[src/hdl/dead_reckoning_pose_update_assert.svh]
// assertion macros shared by the pose update rtl
// clock and active-low reset are passed in by the caller
`ifndef DEAD_RECKONING_POSE_UPDATE_ASSERT_SVH
`define DEAD_RECKONING_POSE_UPDATE_ASSERT_SVH

// same-cycle implication
`define DRP_ASSERT_IMP(label, clk, rstn, ante, cons, msg) \
    label: assert property (@(posedge clk) disable iff (!rstn) (ante) |-> (cons)) else $error(msg);

// next-cycle implication
`define DRP_ASSERT_NXT(label, clk, rstn, ante, cons, msg) \
    label: assert property (@(posedge clk) disable iff (!rstn) (ante) |=> (cons)) else $error(msg);

`endif

[src/hdl/drp_pkg.sv]
// shared types, constants and angle helpers for the pose update block
// no dependencies
`timescale 1ns / 1ps
`default_nettype none

package drp_pkg;

    localparam int POS_W      = 24;
    localparam int DIST_W     = 16;
    localparam int TURN_W     = 11;
    localparam int HEAD_W     = 9;
    localparam int REM_W      = 7;
    localparam int TRIG_W     = 32;
    localparam int ATAN_LEN   = 24;
    localparam int ATAN_IDX_W = 5;

    localparam int CORDIC_STEPS_DEF = 16;

    localparam logic [HEAD_W-1:0] DEG_FULL = 9'd360;
    localparam logic signed [TRIG_W-1:0] CORDIC_GAIN_Q30 = 32'sd652032874;
    localparam logic [TRIG_W-1:0] DEG_TO_RAD_Q30 = 32'd18740330;

    // atan(2^-i) in q2.30
    localparam logic signed [TRIG_W-1:0] ATAN_Q30 [ATAN_LEN] = '{
        32'sd843314856, 32'sd497837829, 32'sd263043836, 32'sd133525158,
        32'sd67021686,  32'sd33543515,  32'sd16775850,  32'sd8388437,
        32'sd4194282,   32'sd2097149,   32'sd1048575,   32'sd524287,
        32'sd262143,    32'sd131071,    32'sd65535,     32'sd32767,
        32'sd16383,     32'sd8191,      32'sd4095,      32'sd2047,
        32'sd1023,      32'sd511,       32'sd255,       32'sd127
    };

    typedef enum logic [2:0] {
        ST_IDLE,
        ST_START,
        ST_ROTATE,
        ST_MUL_X,
        ST_MUL_Y,
        ST_ADD_Y,
        ST_DONE
    } drp_state_t;

    typedef struct packed {
        logic [1:0]       quadrant;
        logic [REM_W-1:0] remainder;
    } drp_angle_t;

    typedef struct packed {
        logic       start;
        drp_angle_t angle;
    } drp_cordic_ctrl_t;

    typedef struct packed {
        logic busy;
        logic done;
    } drp_cordic_status_t;

    // wrap a signed angle in -1024..1382 into 0..359
    function automatic logic [HEAD_W-1:0] wrap_deg(input logic signed [11:0] a);
        logic [11:0] v;
        v = 12'($signed(a) + 12'sd1440);
        if (v >= 12'd1440) v = v - 12'd1440;
        if (v >= 12'd720)  v = v - 12'd720;
        if (v >= 12'd360)  v = v - 12'd360;
        return v[HEAD_W-1:0];
    endfunction

    // split a heading 0..359 into quadrant and remainder 0..89
    function automatic drp_angle_t split_deg(input logic [HEAD_W-1:0] h);
        drp_angle_t   res;
        logic [HEAD_W-1:0] v;
        v = h;
        res.quadrant[1] = (v >= 9'd180);
        if (res.quadrant[1]) v = v - 9'd180;
        res.quadrant[0] = (v >= 9'd90);
        if (res.quadrant[0]) v = v - 9'd90;
        res.remainder = v[REM_W-1:0];
        return res;
    endfunction

endpackage

`default_nettype wire

[src/hdl/dead_reckoning_pose_update.sv]
// sequence: a move request passes ST_START, ST_ROTATE, ST_MUL_X, ST_MUL_Y, ST_ADD_Y and
// ST_DONE, ST_ROTATE waiting on the cordic unit doing one micro-rotation per cycle;
// a load request goes straight to ST_DONE; one request at a time, the next is taken the
// cycle after the result is registered; ST_DONE holds while the output register is full
// reset: synchronous active-low aresetn clears the pose to x = 0, y = 0, heading = 0
// and empties the output register
`timescale 1ns / 1ps
`default_nettype none
`include "dead_reckoning_pose_update_assert.svh"

module dead_reckoning_pose_update #(
    parameter int CORDIC_STEPS = drp_pkg::CORDIC_STEPS_DEF
) (
    input  wire         aclk,
    input  wire         aresetn,
    input  wire         s_axis_tvalid,
    output logic        s_axis_tready,
    // distance[15:0], turn_amount[26:16], load_x[50:27], load_y[74:51],
    // load_heading[85:75], target_heading[94:86], zero pad[95]
    input  wire  [95:0] s_axis_tdata,
    // action: 0 move, 1 load pose
    input  wire         s_axis_tuser,
    output logic        m_axis_tvalid,
    input  wire         m_axis_tready,
    // pos_x[23:0], pos_y[47:24], heading_deg[56:48], turn_to_target[65:57],
    // zero pad[71:66]
    output logic [71:0] m_axis_tdata,
    // saturated
    output logic        m_axis_tuser
);
    import drp_pkg::*;

    localparam int PROD_W = DIST_W + 1 + TRIG_W;
    localparam int STEP_D_W = PROD_W - 30;
    localparam int SUM_W = POS_W + 2;
    localparam logic signed [SUM_W-1:0] POS_MAX_EXT = 26'sd8388607;
    localparam logic signed [SUM_W-1:0] POS_MIN_EXT = -26'sd8388608;

    // input request fields
    logic [DIST_W-1:0]        in_distance;
    logic signed [TURN_W-1:0] in_turn;
    logic signed [POS_W-1:0]  in_load_x;
    logic signed [POS_W-1:0]  in_load_y;
    logic signed [TURN_W-1:0] in_load_heading;
    logic [HEAD_W-1:0]        in_target;

    assign in_distance     = s_axis_tdata[15:0];
    assign in_turn         = s_axis_tdata[26:16];
    assign in_load_x       = s_axis_tdata[50:27];
    assign in_load_y       = s_axis_tdata[74:51];
    assign in_load_heading = s_axis_tdata[85:75];
    assign in_target       = s_axis_tdata[94:86];

    drp_state_t state_reg, state_next;

    // pose state
    logic signed [POS_W-1:0] x_pos_reg;
    logic signed [POS_W-1:0] y_pos_reg;
    logic [HEAD_W-1:0]       heading_reg;
    logic                    sat_reg;

    // per-request working registers
    logic [DIST_W-1:0]        dist_reg;
    logic [HEAD_W-1:0]        target_reg;
    logic signed [PROD_W-1:0] prod_reg;

    // output register
    logic                     out_valid_reg;
    logic signed [POS_W-1:0]  out_x_reg;
    logic signed [POS_W-1:0]  out_y_reg;
    logic [HEAD_W-1:0]        out_heading_reg;
    logic signed [HEAD_W-1:0] out_turn_reg;
    logic                     out_sat_reg;

    logic s_accept;
    logic out_load;

    drp_cordic_ctrl_t         cordic_ctrl;
    drp_cordic_status_t       cordic_status;
    logic signed [TRIG_W-1:0] cos_q30;
    logic signed [TRIG_W-1:0] sin_q30;

    logic [HEAD_W-1:0]          move_heading;
    logic signed [TRIG_W-1:0]   mul_operand;
    logic signed [PROD_W-1:0]   prod_next;
    logic signed [PROD_W-1:0]   prod_rounded;
    logic signed [STEP_D_W-1:0] travel_step;
    logic signed [POS_W-1:0]    pos_sel;
    logic signed [SUM_W-1:0]    pos_sum;
    logic signed [POS_W-1:0]    pos_next;
    logic                       pos_clip;
    logic signed [10:0]         turn_raw;
    logic signed [10:0]         turn_fixed;

    assign s_accept = s_axis_tvalid && s_axis_tready;

    // sin/cos unit: started once per move request
    assign cordic_ctrl.start = (state_reg == ST_START);
    assign cordic_ctrl.angle = split_deg(heading_reg);

    drp_cordic #(
        .CORDIC_STEPS(CORDIC_STEPS)
    ) u_cordic (
        .aclk    (aclk),
        .aresetn (aresetn),
        .ctrl    (cordic_ctrl),
        .status  (cordic_status),
        .cos_q30 (cos_q30),
        .sin_q30 (sin_q30)
    );

    // heading after the turn of a move request
    assign move_heading = wrap_deg(12'($signed({3'b000, heading_reg})) + 12'(in_turn));

    // one multiplier shared between the x and y travel products
    always_comb begin
        mul_operand  = (state_reg == ST_MUL_X) ? cos_q30 : sin_q30;
        prod_next    = PROD_W'($signed({1'b0, dist_reg}) * mul_operand);
        // round half up, then drop the q2.30 fraction
        prod_rounded = prod_reg + (PROD_W'(1) <<< 29);
        travel_step  = prod_rounded[PROD_W-1:30];
        pos_sel      = (state_reg == ST_MUL_Y) ? x_pos_reg : y_pos_reg;
        pos_sum      = SUM_W'(pos_sel) + SUM_W'(travel_step);
        pos_clip     = 1'b0;
        if (pos_sum > POS_MAX_EXT) begin
            pos_next = POS_MAX_EXT[POS_W-1:0];
            pos_clip = 1'b1;
        end else if (pos_sum < POS_MIN_EXT) begin
            pos_next = POS_MIN_EXT[POS_W-1:0];
            pos_clip = 1'b1;
        end else begin
            pos_next = pos_sum[POS_W-1:0];
        end
    end

    // shortest signed turn from the new heading to the target
    always_comb begin
        turn_raw = $signed({2'b00, target_reg}) - $signed({2'b00, heading_reg});
        if (turn_raw < -11'sd180) begin
            turn_fixed = turn_raw + 11'sd360;
        end else if (turn_raw > 11'sd180) begin
            turn_fixed = turn_raw - 11'sd360;
        end else begin
            turn_fixed = turn_raw;
        end
    end

    // the output register is free when empty or being drained
    assign out_load = (state_reg == ST_DONE) && (!out_valid_reg || m_axis_tready);

    // sequencer state register
    always_ff @(posedge aclk) begin
        if (!aresetn) begin
            state_reg <= ST_IDLE;
        end else begin
            state_reg <= state_next;
        end
    end

    // sequencer next state and handshake
    always_comb begin
        state_next    = state_reg;
        s_axis_tready = 1'b0;
        unique case (state_reg)
            ST_IDLE: begin
                s_axis_tready = 1'b1;
                if (s_axis_tvalid) begin
                    state_next = s_axis_tuser ? ST_DONE : ST_START;
                end
            end
            ST_START: begin
                state_next = ST_ROTATE;
            end
            ST_ROTATE: begin
                if (cordic_status.done) begin
                    state_next = ST_MUL_X;
                end
            end
            ST_MUL_X: begin
                state_next = ST_MUL_Y;
            end
            ST_MUL_Y: begin
                state_next = ST_ADD_Y;
            end
            ST_ADD_Y: begin
                state_next = ST_DONE;
            end
            ST_DONE: begin
                if (out_load) begin
                    state_next = ST_IDLE;
                end
            end
            default: begin
                state_next = ST_IDLE;
            end
        endcase
    end

    // pose registers
    always_ff @(posedge aclk) begin
        if (!aresetn) begin
            x_pos_reg   <= '0;
            y_pos_reg   <= '0;
            heading_reg <= '0;
        end else begin
            if (s_accept) begin
                if (s_axis_tuser) begin
                    x_pos_reg   <= in_load_x;
                    y_pos_reg   <= in_load_y;
                    heading_reg <= wrap_deg(12'(in_load_heading));
                end else begin
                    heading_reg <= move_heading;
                end
            end
            if (state_reg == ST_MUL_Y) begin
                x_pos_reg <= pos_next;
            end
            if (state_reg == ST_ADD_Y) begin
                y_pos_reg <= pos_next;
            end
        end
    end

    // per-request working registers
    always_ff @(posedge aclk) begin
        if (s_accept) begin
            dist_reg   <= in_distance;
            target_reg <= in_target;
            sat_reg    <= 1'b0;
        end else if ((state_reg == ST_MUL_Y) || (state_reg == ST_ADD_Y)) begin
            sat_reg <= sat_reg | pos_clip;
        end
        if ((state_reg == ST_MUL_X) || (state_reg == ST_MUL_Y)) begin
            prod_reg <= prod_next;
        end
    end

    // output register
    always_ff @(posedge aclk) begin
        if (!aresetn) begin
            out_valid_reg <= 1'b0;
        end else if (out_load) begin
            out_valid_reg <= 1'b1;
        end else if (m_axis_tready) begin
            out_valid_reg <= 1'b0;
        end
    end

    always_ff @(posedge aclk) begin
        if (out_load) begin
            out_x_reg       <= x_pos_reg;
            out_y_reg       <= y_pos_reg;
            out_heading_reg <= heading_reg;
            out_turn_reg    <= turn_fixed[HEAD_W-1:0];
            out_sat_reg     <= sat_reg;
        end
    end

    assign m_axis_tvalid = out_valid_reg;
    assign m_axis_tdata  = {6'b000000, out_turn_reg, out_heading_reg, out_y_reg, out_x_reg};
    assign m_axis_tuser  = out_sat_reg;

    // checks
    `DRP_ASSERT_IMP(a_ready_cordic_idle, aclk, aresetn, s_axis_tready, !cordic_status.busy, "request taken while cordic busy")
    `DRP_ASSERT_IMP(a_heading_range, aclk, aresetn, 1'b1, heading_reg < DEG_FULL, "heading outside 0..359")
    `DRP_ASSERT_IMP(a_done_in_rotate, aclk, aresetn, cordic_status.done, state_reg == ST_ROTATE, "cordic done outside rotate")
    `DRP_ASSERT_NXT(a_load_direct, aclk, aresetn, s_accept && s_axis_tuser, state_reg == ST_DONE, "load request did not finish at once")
    `DRP_ASSERT_IMP(a_turn_range, aclk, aresetn, out_valid_reg, (out_turn_reg >= -9'sd180) && (out_turn_reg <= 9'sd180), "turn to target out of range")

endmodule

`default_nettype wire

[src/hdl/drp_cordic.sv]
// iterative rotation-mode cordic, one micro-rotation per cycle
// gives cos and sin of a whole-degree angle in q2.30; uses drp_pkg
`timescale 1ns / 1ps
`default_nettype none

module drp_cordic #(
    parameter int CORDIC_STEPS = drp_pkg::CORDIC_STEPS_DEF
) (
    input  wire                            aclk,
    input  wire                            aresetn,
    input  drp_pkg::drp_cordic_ctrl_t      ctrl,
    output drp_pkg::drp_cordic_status_t    status,
    output logic signed [drp_pkg::TRIG_W-1:0] cos_q30,
    output logic signed [drp_pkg::TRIG_W-1:0] sin_q30
);
    import drp_pkg::*;

    localparam int STEP_W = (CORDIC_STEPS > 1) ? $clog2(CORDIC_STEPS) : 1;

    logic                     busy_reg;
    logic                     done_reg;
    logic [STEP_W-1:0]        step_reg;
    logic [1:0]               quad_reg;
    logic signed [TRIG_W-1:0] x_reg;
    logic signed [TRIG_W-1:0] y_reg;
    logic signed [TRIG_W-1:0] z_reg;

    logic signed [TRIG_W-1:0] xs;
    logic signed [TRIG_W-1:0] ys;
    logic signed [TRIG_W-1:0] atan_val;
    logic [TRIG_W-1:0]        z_init;
    logic                     last_step;

    // shared micro-rotation datapath
    always_comb begin
        xs        = x_reg >>> step_reg;
        ys        = y_reg >>> step_reg;
        atan_val  = ATAN_Q30[ATAN_IDX_W'(step_reg)];
        z_init    = TRIG_W'(TRIG_W'(ctrl.angle.remainder) * DEG_TO_RAD_Q30);
        last_step = (step_reg == STEP_W'(CORDIC_STEPS - 1));
    end

    always_ff @(posedge aclk) begin
        if (!aresetn) begin
            busy_reg <= 1'b0;
            done_reg <= 1'b0;
            step_reg <= '0;
        end else begin
            done_reg <= !ctrl.start && busy_reg && last_step;
            if (ctrl.start) begin
                busy_reg <= 1'b1;
                step_reg <= '0;
            end else if (busy_reg) begin
                if (last_step) begin
                    busy_reg <= 1'b0;
                end else begin
                    step_reg <= step_reg + 1'b1;
                end
            end
        end
    end

    always_ff @(posedge aclk) begin
        if (ctrl.start) begin
            x_reg    <= CORDIC_GAIN_Q30;
            y_reg    <= '0;
            z_reg    <= $signed(z_init);
            quad_reg <= ctrl.angle.quadrant;
        end else if (busy_reg) begin
            if (z_reg >= 0) begin
                x_reg <= x_reg - ys;
                y_reg <= y_reg + xs;
                z_reg <= z_reg - atan_val;
            end else begin
                x_reg <= x_reg + ys;
                y_reg <= y_reg - xs;
                z_reg <= z_reg + atan_val;
            end
        end
    end

    // quadrant fold-out
    always_comb begin
        unique case (quad_reg)
            2'd0: begin
                cos_q30 = x_reg;
                sin_q30 = y_reg;
            end
            2'd1: begin
                cos_q30 = -y_reg;
                sin_q30 = x_reg;
            end
            2'd2: begin
                cos_q30 = -x_reg;
                sin_q30 = -y_reg;
            end
            default: begin
                cos_q30 = y_reg;
                sin_q30 = -x_reg;
            end
        endcase
    end

    assign status.busy = busy_reg;
    assign status.done = done_reg;

endmodule

`default_nettype wire
[config.mk]
export PLATFORM = sky130hd
export DESIGN_NAME = dead_reckoning_pose_update
export DESIGN_NICKNAME = d
export VERILOG_FILES = /design/src/hdl/drp_pkg.sv /design/src/hdl/dead_reckoning_pose_update.sv /design/src/hdl/drp_cordic.sv
export VERILOG_INCLUDE_DIRS = /design/src /design/src/hdl
export SDC_FILE = /design/constraint.sdc
export NUM_CORES = 2
export LEC_CHECK = 0
export ABC_AREA = 0
export BUFFER_PORTS_ARGS = -buffer_cell sky130_fd_sc_hd__buf_4
export CAP_MARGIN = 25
export CORE_MARGIN = 2
export CORE_UTILIZATION = 32
export DETAILED_ROUTE_END_ITERATION = 7
export GPL_TIMING_DRIVEN = 0
export HOLD_SLACK_MARGIN = 0.05
export PLACE_DENSITY = 0.58
export SLEW_MARGIN = 20
export SYNTH_ARGS = -nofsm -noshare
export SYNTH_HDL_FRONTEND = slang
export SYNTH_SLANG_ARGS = --single-unit
export TNS_END_PERCENT = 1
[constraint.sdc]
create_clock -name aclk -period 23.5 [get_ports aclk]
set_input_delay 4.7 -clock aclk [delete_from_list [all_inputs] [get_ports aclk]]
set_output_delay 4.7 -clock aclk [all_outputs]
set_load 0.01 [all_outputs]
==> run metrics <==
H-tree Lvls 2; Syn. warnings 0; Synth Area in Compound Gates 14.2%; CTS max path bufs 3; layout cells sized above 1 7.55%; FF+latch count, synth about 280; Initial DRC Count around 3100; Final HPWL DP around 120000 um; initial core utilization about a third; initial antenna violation count 4; synthesized area 0.0456 sq mm; mux cell area share after synthesis 5.81%; critical path fanouts, max 10; FILL cells roughly 15000; number of synthesized flops with an enable pin approximately 150; Netlist cell types about 100; register area share after synthesis around 15%; CTS tree done; routed len/inst approximately 20 um; post-synthesis xor/xnor area fraction 6.24%; first-pass GRT wire length roughly 230000 um; largest family of logic cells by synthesized area adder cells; CTS Sinks approximately 280; number of setup violations in the final report 0; hold buffers post-CTS 0; via/cell ratio 5.23; most common cell in the netlist inv_1; part of the cycle the worst path needs a little under half; Skew-Pair Late Insertion Delay roughly 0.62 ns; DRC Markers 0; IO Port Bufs roughly 170; core area 0.141 sq mm; Total GRT Usage 20.2%; RSZ-0062 raised after global routing false; gr ovfl total 0; post-synthesis cell count between 5000 and 6000; Simple-Gate Fraction of Synth Area about 17%; CTS buffer count 38; Fmax a little over 90 MHz; gpl congestion 0.966; Routed WL 149000 um; # diodes 0; Avg Inst Size Synth 8.66 sq um; Multi-input gate area 0.0347 sq mm; top cells by area, synth fa_1 (23%), ha_1 (9.7%), edfxtp_1 (9.6%); Commonest cells post-synth inv_1 (742), nand2_1 (600), fa_1 (529); FP Rows between 100 and 150; Synth Area in Adders 32.9%; final hold vios 0; Critical-path top delay cell o311ai_0; Initial DRT Pass Iterations 8; Ports between 150 and 200; outcome finished clean; WP data arrival between 10 and 15 ns; fin area around 0.05 sq mm; slowest stage delay, CP 0.83 ns; Routed Antenna Nets 0; cell taking the most area after synthesis fa_1; CP dominant cell by count fa_1; Main synth FF type edfxtp_1; Worst Tran Pin Value around 1.1 ns; Max-Cap Viols 0; Area after DPL about 0.049 sq mm; CP Launch Type register; Data required, critical path between 20 and 25 ns; largest net degree at the start of global routing 32; root buffer cell clkbuf_16; synthesis-to-finish area growth 11.1%; clk slew on worst S/H paths about 0.06 ns; setup bufs post-CTS 0; top cell type's share of synthesized area about 23%; async set-reset flop share out of synthesis 0%; Hold Crit Class register to register; die width approximately 380 um; Max-slew headroom a little under a quarter; CTS resizes 0; Setup TNS 0 ns; vias in the first global route approximately 39000; Die ar. 0.145 sq mm; Crit. End Element register; die height approximately 380 um; critical path type register to register; fin crit period between 10 and 15 ns; Final nets approximately 6500; register area 0.00702 sq mm; Setup Skew ~0.039 ns; Max Slew Vio Count 0; via count 38752
-- per-stage QoR --
step	setup WS [ns]	util (%)	hold WS, ns	std cells
floorplan	13.50	-	0.408	5266
global placement	12.66	34.8	0.444	7323
detailed placement	12.61	34.9	0.454	7329
CTS	12.62	35.8	0.461	7399
global route	11.96	35.8	0.476	7403
finish	12.54	35.8	0.466	7403
-- logic make-up after synthesis --
kind of cell / count (synthesis)
compound gates: 996
xor+xnor: 324
fa+ha+maj: 883
buf+inv: 1015
flops: 278
mux: 168
other cells: 1
simple gates: 1596
-- metal layers --
layer	track usage, %	routed length, um	vias to the layer above
li1	-	-	17980
met1	27.5	65000	19203
met2	33.0	68400	1335
met3	3.04	10600	228
met4	6.12	4830	6
met5	0	41	-
-- final timing paths --
check / start / end / slack [ns] / cells past startpoint
max reg2reg: state_reg[1]$_SDFFE_PN0P_ / prod_reg[48]$_DFFE_PP_ / 12.54 / 30
max: state_reg[1]$_SDFFE_PN0P_ / prod_reg[48]$_DFFE_PP_ / 12.54 / 30
min: x_pos_reg[7]$_SDFFE_PN0P_ / out_x_reg[7]$_DFFE_PP_ / 0.47 / 0
min reg2reg: x_pos_reg[7]$_SDFFE_PN0P_ / out_x_reg[7]$_DFFE_PP_ / 0.47 / 0
-- area by class of cell --
class                      count  share of cell area [%]
timing repair buffer         177                    2.70
clock inverter                27                   0.642
buffer                       266                    2.11
tap                         1890                    4.67
sequential                   278                    13.9
inverter                     749                    5.55
multi-input combinational   3973                    68.6
clock buffer                  43                    1.91
-- critical path: cells and delay by family (launching register included) --
kind / cells / cell delay, ns
AO/OA/AOI/OAI: 8 / 3.45
adder cells (fa/ha/maj): 7 / 3.30
buffers and inverters: 6 / 1.71
AND/OR/NAND/NOR: 7 / 1.13
XOR/XNOR: 2 / 0.63
flip-flops: 1 / 0.45
-- placed cells by master, fill, tap and decap left out, drive strengths merged, types with 22 or more instances in the layout --
master  Yosys  layout
inv       745     750
nand2     600     600
fa        529     529
ha        352     352
and2      290     290
a21oi     286     286
nor2      277     277
clkbuf    225     269
xnor2     229     229
buf        41     217
o21ai     202     202
edfxtp    145     145
dfxtp     133     133
xor2       95      95
nand3      84      84
a21o       78      78
mux4       75      75
mux2i      71      71
o22ai      68      68
nor3       59      59
nor2b      58      58
nand2b     55      55
a22oi      42      42
and3       38      38
o21a       31      31
o31ai      30      30
a211oi     30      30
a31oi      29      29
o211ai     28      28
or3        26      26
mux2       22      22
Power is not shown: default switching activity piles up to over one toggle a cycle in this logic, so the estimate is an artifact.
